==> src/rtl/lmsgb_pkg.sv <==
`default_nettype none
package lmsgb_pkg;

    // Panel geometry
    localparam int MAX_COLUMNS = 32;
    localparam int MAX_ROWS    = 16;
    localparam int BUF_DEPTH   = MAX_COLUMNS * MAX_ROWS;
    localparam int BUF_AW      = $clog2(BUF_DEPTH);
    localparam int COL_IW      = $clog2(MAX_COLUMNS);
    localparam int ROW_IW      = $clog2(MAX_ROWS);
    localparam int COLS_W      = 6;
    localparam int ROWS_W      = 5;
    localparam int REG_AW      = 4;

    typedef logic [BUF_AW-1:0] buf_addr_t;
    typedef logic [7:0]        pixel_t;

    // Register indexes on the APB port
    typedef enum logic [1:0] {
        REG_COLUMNS = 2'd0,
        REG_ROWS    = 2'd1,
        REG_ENABLE  = 2'd2,
        REG_NONE    = 2'd3
    } reg_idx_t;

    // Pixel byte layout
    localparam logic [1:0] CLASS_OFF    = 2'd0;
    localparam logic [1:0] CLASS_DARK   = 2'd1;
    localparam logic [1:0] CLASS_SHADOW = 2'd2;
    localparam logic [1:0] CLASS_BRIGHT = 2'd3;
    localparam int BIT_BLINK_FAST = 2;
    localparam int BIT_BLINK_MID  = 3;
    localparam int BIT_BLINK_SLOW = 4;
    localparam int BIT_INVERT     = 5;

    localparam logic ACTION_WRITE = 1'b0;
    localparam logic ACTION_FRAME = 1'b1;

    typedef enum logic [1:0] {
        ST_IDLE,
        ST_SCAN,
        ST_FLUSH,
        ST_EMIT
    } scan_state_t;

    // Decide one pixel: class base state, blink gate, then invert
    function automatic logic pixel_on(
        input pixel_t px,
        input logic   mod3_zero,
        input logic   mod7_zero,
        input logic   bl_fast,
        input logic   bl_mid,
        input logic   bl_slow
    );
        logic on;
        begin
            case (px[1:0])
                CLASS_BRIGHT: on = 1'b1;
                CLASS_SHADOW: on = mod3_zero;
                CLASS_DARK:   on = mod7_zero;
                default:      on = 1'b0;
            endcase
            if (on)
            begin
                if (px[BIT_BLINK_FAST])
                    on = bl_fast;
                else if (px[BIT_BLINK_MID])
                    on = bl_mid;
                else if (px[BIT_BLINK_SLOW])
                    on = bl_slow;
                if (px[BIT_INVERT])
                    on = ~on;
            end
            return on;
        end
    endfunction

endpackage
`default_nettype wire

==> src/rtl/led_matrix_scan_with_grey_and_blink.sv <==
// LED matrix refresh engine with a 512-byte pixel frame buffer.
// Input channel (in_valid/in_ready) carries one item per beat. action 0
// writes pixel_value at pixel_x + pixel_y*columns.
// action 1 refreshes one frame: when display_enable is set the 8-bit
// frame counter advances and one output beat per row is produced
// (row_bits, row_address, last_row), rows in order from 0. With the
// display disabled a frame item is dropped.
// A frame reads one pixel per cycle, while a row is scanned, from the
// single buffer read port; in_ready stays low until the last row is
// loaded into the output register.
// Each row lands in an output register; if out_ready is low the scan
// holds until that register is taken, so stalls only stretch the frame.
// Reset (rst_n, asynchronous, active low) clears the frame counter and
// loads columns 32, rows 16, display on. The buffer is not cleared and
// must be written before it is shown.
// Registers on APB: 0x0 columns_in_use, 0x4 rows_in_use,
// 0x8 display_enable; out-of-range counts are saturated when used.
`default_nettype none
module led_matrix_scan_with_grey_and_blink (
    input  wire logic        clk,
    input  wire logic        rst_n,
    // APB configuration
    input  wire logic        psel,
    input  wire logic        penable,
    input  wire logic        pwrite,
    input  wire logic [3:0]  paddr,
    input  wire logic [31:0] pwdata,
    output logic [31:0]      prdata,
    output logic             pready,
    // input channel
    input  wire logic        in_valid,
    output logic             in_ready,
    input  wire logic        action,
    input  wire logic [4:0]  pixel_x,
    input  wire logic [3:0]  pixel_y,
    input  wire logic [7:0]  pixel_value,
    input  wire logic        blink_fast,
    input  wire logic        blink_mid,
    input  wire logic        blink_slow,
    // output channel
    output logic             out_valid,
    input  wire logic        out_ready,
    output logic [31:0]      row_bits,
    output logic [3:0]       row_address,
    output logic             last_row
);
    import lmsgb_pkg::*;

    // Configuration registers
    logic [COLS_W-1:0] columns_reg;
    logic [ROWS_W-1:0] rows_reg;
    logic              enable_reg;
    reg_idx_t          reg_idx;
    logic              cfg_wr;

    // Sequencer state
    scan_state_t       state_reg, state_next;
    logic [7:0]        frame_cnt_reg, frame_cnt_next;
    logic [1:0]        mod3_reg, mod3_next;
    logic [2:0]        mod7_reg, mod7_next;
    buf_addr_t         addr_reg, addr_next;
    logic [COL_IW-1:0] col_reg, col_next;
    logic [ROW_IW-1:0] row_reg, row_next;
    logic              rd_valid_reg, rd_valid_next;
    logic [COL_IW-1:0] rd_col_reg;
    logic              out_valid_reg, out_valid_next;

    // Payload registers
    logic [MAX_COLUMNS-1:0] acc_reg, acc_next;
    logic [2:0]             blink_reg;
    logic [31:0]            row_bits_reg;
    logic [3:0]             row_address_reg;
    logic                   last_row_reg;

    // Effective geometry
    logic [COLS_W-1:0] cols_eff;
    logic [ROWS_W-1:0] rows_eff;
    logic              col_last;
    logic              row_last;

    // Write address and buffer ports
    logic [9:0]        wr_sum;
    logic              in_fire;
    logic              buf_wr_en;
    pixel_t            rd_data;
    logic              pix_on;
    logic              load_out;

    assign pready  = 1'b1;
    assign reg_idx = reg_idx_t'(paddr[3:2]);
    assign cfg_wr  = psel & penable & pwrite & pready;

    // Register file write
    always_ff @(posedge clk or negedge rst_n)
    begin
        if (!rst_n)
        begin
            columns_reg <= COLS_W'(MAX_COLUMNS);
            rows_reg    <= ROWS_W'(MAX_ROWS);
            enable_reg  <= 1'b1;
        end
        else if (cfg_wr)
        begin
            case (reg_idx)
                REG_COLUMNS: columns_reg <= pwdata[COLS_W-1:0];
                REG_ROWS:    rows_reg    <= pwdata[ROWS_W-1:0];
                REG_ENABLE:  enable_reg  <= pwdata[0];
                default:     ;
            endcase
        end
    end

    // Register file read
    always_comb
    begin
        case (reg_idx)
            REG_COLUMNS: prdata = {{(32-COLS_W){1'b0}}, columns_reg};
            REG_ROWS:    prdata = {{(32-ROWS_W){1'b0}}, rows_reg};
            REG_ENABLE:  prdata = {31'd0, enable_reg};
            default:     prdata = 32'd0;
        endcase
    end

    // Saturate counts into the panel range
    always_comb
    begin
        if (columns_reg == '0)
            cols_eff = COLS_W'(1);
        else if (columns_reg > COLS_W'(MAX_COLUMNS))
            cols_eff = COLS_W'(MAX_COLUMNS);
        else
            cols_eff = columns_reg;

        if (rows_reg == '0)
            rows_eff = ROWS_W'(1);
        else if (rows_reg > ROWS_W'(MAX_ROWS))
            rows_eff = ROWS_W'(MAX_ROWS);
        else
            rows_eff = rows_reg;
    end

    assign col_last = ({1'b0, col_reg} == (cols_eff - COLS_W'(1)));
    assign row_last = ({1'b0, row_reg} == (rows_eff - ROWS_W'(1)));

    assign in_ready = (state_reg == ST_IDLE);
    assign in_fire  = in_valid & in_ready;

    // Pixel write address x + y*columns
    assign wr_sum    = 10'(pixel_y) * 10'(cols_eff) + 10'(pixel_x);
    assign buf_wr_en = in_fire && (action == ACTION_WRITE)
                       && (wr_sum < 10'(BUF_DEPTH));

    lmsgb_frame_buf u_buf (
        .clk     (clk),
        .wr_en   (buf_wr_en),
        .wr_addr (wr_sum[BUF_AW-1:0]),
        .wr_data (pixel_value),
        .rd_addr (addr_reg),
        .rd_data (rd_data)
    );

    // Evaluate the pixel returned by the read port
    assign pix_on = pixel_on(rd_data, (mod3_reg == 2'd0), (mod7_reg == 3'd0),
                             blink_reg[0], blink_reg[1], blink_reg[2]);

    assign load_out = (state_reg == ST_EMIT) && (!out_valid_reg || out_ready);

    // Next state and counters
    always_comb
    begin
        state_next     = state_reg;
        frame_cnt_next = frame_cnt_reg;
        mod3_next      = mod3_reg;
        mod7_next      = mod7_reg;
        addr_next      = addr_reg;
        col_next       = col_reg;
        row_next       = row_reg;
        rd_valid_next  = 1'b0;
        acc_next       = acc_reg;
        out_valid_next = out_valid_reg;

        // drop the held beat once taken
        if (out_valid_reg && out_ready)
            out_valid_next = 1'b0;

        // fold in the pixel read last cycle
        if (rd_valid_reg && pix_on)
            acc_next[rd_col_reg] = 1'b1;

        case (state_reg)
            ST_IDLE:
            begin
                if (in_fire && (action == ACTION_FRAME) && enable_reg)
                begin
                    frame_cnt_next = frame_cnt_reg + 8'd1;
                    if (frame_cnt_next == 8'd0)
                    begin
                        mod3_next = 2'd0;
                        mod7_next = 3'd0;
                    end
                    else
                    begin
                        mod3_next = (mod3_reg == 2'd2) ? 2'd0 : mod3_reg + 2'd1;
                        mod7_next = (mod7_reg == 3'd6) ? 3'd0 : mod7_reg + 3'd1;
                    end
                    addr_next  = '0;
                    col_next   = '0;
                    row_next   = '0;
                    acc_next   = '0;
                    state_next = ST_SCAN;
                end
            end
            ST_SCAN:
            begin
                // one buffer read per cycle, address runs row-major
                rd_valid_next = 1'b1;
                addr_next     = addr_reg + buf_addr_t'(1);
                if (col_last)
                    state_next = ST_FLUSH;
                else
                    col_next = col_reg + COL_IW'(1);
            end
            ST_FLUSH:
            begin
                state_next = ST_EMIT;
            end
            ST_EMIT:
            begin
                if (load_out)
                begin
                    out_valid_next = 1'b1;
                    acc_next       = '0;
                    col_next       = '0;
                    if (row_last)
                        state_next = ST_IDLE;
                    else
                    begin
                        row_next   = row_reg + ROW_IW'(1);
                        state_next = ST_SCAN;
                    end
                end
            end
            default:
            begin
                state_next = ST_IDLE;
            end
        endcase
    end

    // Control registers
    always_ff @(posedge clk or negedge rst_n)
    begin
        if (!rst_n)
        begin
            state_reg     <= ST_IDLE;
            frame_cnt_reg <= '0;
            mod3_reg      <= '0;
            mod7_reg      <= '0;
            addr_reg      <= '0;
            col_reg       <= '0;
            row_reg       <= '0;
            rd_valid_reg  <= 1'b0;
            out_valid_reg <= 1'b0;
        end
        else
        begin
            state_reg     <= state_next;
            frame_cnt_reg <= frame_cnt_next;
            mod3_reg      <= mod3_next;
            mod7_reg      <= mod7_next;
            addr_reg      <= addr_next;
            col_reg       <= col_next;
            row_reg       <= row_next;
            rd_valid_reg  <= rd_valid_next;
            out_valid_reg <= out_valid_next;
        end
    end

    // Payload registers
    always_ff @(posedge clk)
    begin
        acc_reg    <= acc_next;
        rd_col_reg <= col_reg;
        if (in_fire)
            blink_reg <= {blink_slow, blink_mid, blink_fast};
        if (load_out)
        begin
            row_bits_reg    <= acc_reg;
            row_address_reg <= 4'(row_reg);
            last_row_reg    <= row_last;
        end
    end

    assign out_valid   = out_valid_reg;
    assign row_bits    = row_bits_reg;
    assign row_address = row_address_reg;
    assign last_row    = last_row_reg;

endmodule
`default_nettype wire

==> src/rtl/lmsgb_frame_buf.sv <==
`default_nettype none
module lmsgb_frame_buf (
    input  wire logic               clk,
    input  wire logic               wr_en,
    input  wire lmsgb_pkg::buf_addr_t wr_addr,
    input  wire lmsgb_pkg::pixel_t  wr_data,
    input  wire lmsgb_pkg::buf_addr_t rd_addr,
    output lmsgb_pkg::pixel_t       rd_data
);
    import lmsgb_pkg::*;

    pixel_t mem [BUF_DEPTH];
    pixel_t rd_data_reg;

    // Store one pixel byte
    always_ff @(posedge clk)
    begin
        if (wr_en)
            mem[wr_addr] <= wr_data;
    end

    // Registered read port
    always_ff @(posedge clk)
    begin
        rd_data_reg <= mem[rd_addr];
    end

    assign rd_data = rd_data_reg;

endmodule
`default_nettype wire

==> config.mk <==
export PLATFORM = sky130hd
export DESIGN_NAME = led_matrix_scan_with_grey_and_blink
export DESIGN_NICKNAME = d
export VERILOG_FILES = /design/src/rtl/lmsgb_pkg.sv /design/src/rtl/led_matrix_scan_with_grey_and_blink.sv /design/src/rtl/lmsgb_frame_buf.sv
export SDC_FILE = /design/constraint.sdc
export NUM_CORES = 2
export LEC_CHECK = 0
export BUFFER_PORTS_ARGS = -buffer_cell sky130_fd_sc_hd__buf_2
export CAP_MARGIN = 20
export CORE_MARGIN = 1
export CORE_UTILIZATION = 25
export DETAILED_ROUTE_END_ITERATION = 12
export GPL_TIMING_DRIVEN = 1
export HOLD_SLACK_MARGIN = 0.1
export SYNTH_ARGS = -nofsm -noshare
export SYNTH_HDL_FRONTEND = slang
export SYNTH_SLANG_ARGS = --single-unit
==> constraint.sdc <==
create_clock -name clk -period 5.3 [get_ports clk]
set_input_delay 1.06 -clock clk [delete_from_list [all_inputs] [get_ports clk]]
set_output_delay 1.06 -clock clk [all_outputs]
set_load 0.05 [all_outputs]
==> results.tsv <==
metric	value	unit
run_status	complete, but fails checks	
violations	negative setup slack	
muxShareOfSynthArea	0.1416	
via_per_inst	5.002	
yosysWarningCount	0	
maxCapViolCount	0	
hold_viol_final	0	
clock-sinks	3202	
ys_types	84	
core_area	0.5058	mm²
routed-via-count	72530	
cts_htree_levels	5	
place_congestion	0.8783	
hold_class	input pin to flip-flop	
grt_use_total	0.1486	
crit_fanout	8	
finalSetupViolCount	3072	
synth-compound-area-share	0.03721	
rsz0062_at_grt	yes	
reg2regPathDepth	24	
synth-simple-area-share	0.04031	
numCtsBuffers	327	
powerDensity	498.4	mW/mm²
fillCellCount	47880	
r2r-start	columns_reg[2]	
max_freq	172.4	MHz
instances_no_fill	14500	
syn_to_final_growth	24.82	%
start_kind	flip-flop	
synth.largest_area_cell	edfxtp_1	
finalMaxSlewViolations	0	
whs	0.3538	ns
startpoint	columns_reg[2]	
antenna_found_initial	19	
tightest_slew	1.233	ns
yosys-top-cells-area	edfxtp_1 (74%), mux4_2 (12%), mux2i_1 (2.1%)	
critPathCapture	u_buf.mem[435][5]	
skew	0.1031	ns
syn_area	0.1271	mm²
final_layout_size_suffix_gt1_frac	0.3512	
critPathRequiredTime	5.96	ns
cts-root-buf	clkbuf_16	
clk_pin_slew	0.06	ns
syn_avg_cell_area	19.71	µm²
dieWidth	715.1	µm
period_share	1.094	
largest_register_ffs	3072	
synth-xor-area-share	0.001860	
num-nets-final	7628	
wl	399300	µm
ctsLongestPathBuffers	4	
dieArea	0.5114	mm²
cp.arrival	6.46	ns
tritoncts	done	
grt_max_degree	153	
synth-edff-count	3112	
dp_slack	-1.571	ns
drc	0	
drt_pass1_iterations	6	
place_inst	13720	
fin_ws	-0.4994	ns
row_count	261	
syn_inst	6451	
utilization	0.3137	
wire_per_inst	27.54	µm
synth_top_flop_cell	edfxtp_1	
grt_pass1_vias	72000	
register_area	0.09551	mm²
dp_hpwl	254000	µm
max_slew_margin	0.1696	
initial_utilization	0.2513	
synth_commonest_cells	edfxtp_1 (3112), mux4_2 (668), nor3_1 (356)	
power.total	79090	µW
worstSkewPairLatency	0.94	ns
ant_nets	0	
ys_ff_latch	3202	
async_flop_share	0.01468	
reg2reg_to	u_buf.mem[435][5]	
drt_iter0_markers	9559	
ioPinCount	136	
synth.most_common_cell	edfxtp_1	
min_period	5.799	ns
multi_input_area	0.03201	mm²
yosysSeqAreaShare	0.7511	
synth_top_area_frac	0.7350	
grt_pass1_wl	552200	µm
worst_setup_path_end_kind	flip-flop	
path_class	flip-flop to flip-flop	
port_buffers	78	
p_leak	0.05040	µW
die_y	715.1	µm
irDropWorstVdd	0.0005139	V
hp-start	blink_mid	
grt_overflow_total	0	
synth_top_family_by_area	multiplexers	
rrSetupSlack	-0.50	ns
synth-adder-area-share	0.004842	
==> layout make-up <==
type,instances,area share
well taps,6706,0.05287
inverters,45,0.001104
flip-flops and latches,3202,0.6019
clock buffers,404,0.05432
diodes,6,0.00009461
clock inverters,191,0.01214
multi-input cells,2714,0.2017
repair buffers,1232,0.07591
==> timing repair <==
| item | in CTS | in global routing |
|---|---|---|
| pin swaps | 64 | 45 |
| gates cloned | 4 | 13 |
| setup buffers | 66 | 92 |
| setup endpoints to repair | 3072 | 3072 |
| gates resized for setup | 256 | 178 |
| hold buffers | 0 | 1 |
| hold endpoints to repair | 0 | 9 |
==> report_power, final <==
part / switching (µW) / internal [µW]
clock network: 9870 / 13200
logic: 17100 / 10300
registers: 619 / 28100
total: 27600 / 51500
==> metal layers <==
layer  up-vias  global-route usage  routed length [µm]
met3       785             0.03677               43080
met2      4318              0.2332              181700
met4        24             0.05732               17920
met1     38240              0.1982              156500
met5         -                   0                 161
li1      29170                   -                   -
==> layout by cell type, fill, tap and decap left out, drive strengths merged, types with 10 or more instances in the layout <==
| cell | synthesis | final |
|---|---|---|
| bufinv | 0 | 32 |
| or3 | 10 | 10 |
| fa | 12 | 12 |
| mux2 | 28 | 28 |
| a21oi | 132 | 132 |
| a311oi | 10 | 10 |
| o21ai | 64 | 64 |
| mux4 | 668 | 668 |
| a2111oi | 19 | 19 |
| o221ai | 50 | 50 |
| inv | 44 | 53 |
| nor4 | 204 | 204 |
| ha | 30 | 30 |
| nand2b | 16 | 16 |
| nand2 | 145 | 145 |
| nand4 | 15 | 15 |
| nor2 | 92 | 92 |
| nor3 | 356 | 356 |
| buf | 271 | 1213 |
| a221oi | 43 | 43 |
| conb | 2 | 27 |
| nor2b | 22 | 22 |
| and3 | 11 | 11 |
| clkinv | 1 | 139 |
| a22oi | 140 | 140 |
| a211oi | 36 | 36 |
| edfxtp | 3112 | 3112 |
| a31oi | 25 | 25 |
| xnor2 | 19 | 19 |
| clkbuf | 244 | 420 |
| dfrtp | 44 | 44 |
| mux2i | 264 | 264 |
| nand3 | 60 | 60 |
| o22ai | 49 | 49 |
| clkinvlp | 0 | 12 |
| and2 | 27 | 27 |
| dfxtp | 43 | 43 |
| a22o | 35 | 35 |
==> per-stage QoR <==
stage	TNS (ns)	instance area, µm²
final	-1043.95	158700
after global placement	-3399.28	143900
after detailed placement	-3316.92	144000
after CTS	-973.15	156600
after floorplan	-559.07	128600
after global routing	-1467.14	158700
==> critical path, stage by stage, from the launching register on <==
cell	delay, ns
dfrtp_1	0.39
or4_4	0.56
a21oi_4	0.19
and2_4	0.17
fa_2	0.48
inv_2	0.08
fa_1	0.45
inv_2	0.09
fa_2	0.49
ha_4	0.25
nor2b_4	0.13
o21ai_4	0.17
a21boi_4	0.10
o21ai_4	0.25
a21oi_2	0.12
or3_4	0.42
buf_12	0.16
buf_12	0.12
nand3_4	0.06
buf_12	0.22
buf_12	0.17
buf_12	0.17
buf_6	0.12
nor3_1	0.04
buf_4	0.16
==> cell families after synthesis <==
family	Yosys count
compound gates	670
xor+xnor	27
fa+ha+maj	42
buf+inv	560
flops	3202
mux	960
other cells	2
simple gates	988
==> worst min-delay path by stage <==
stage	to	slack, ns	cells past startpoint
floorplan	row_bits[15]	0.41	0
global placement	row_bits[24]	0.43	0
detailed placement	row_bits[27]	0.43	0
CTS	blink_reg[0]	0.29	1
global route	blink_reg[0]	0.32	1
finish	blink_reg[1]	0.35	1
(Power assumes the default switching activity.)
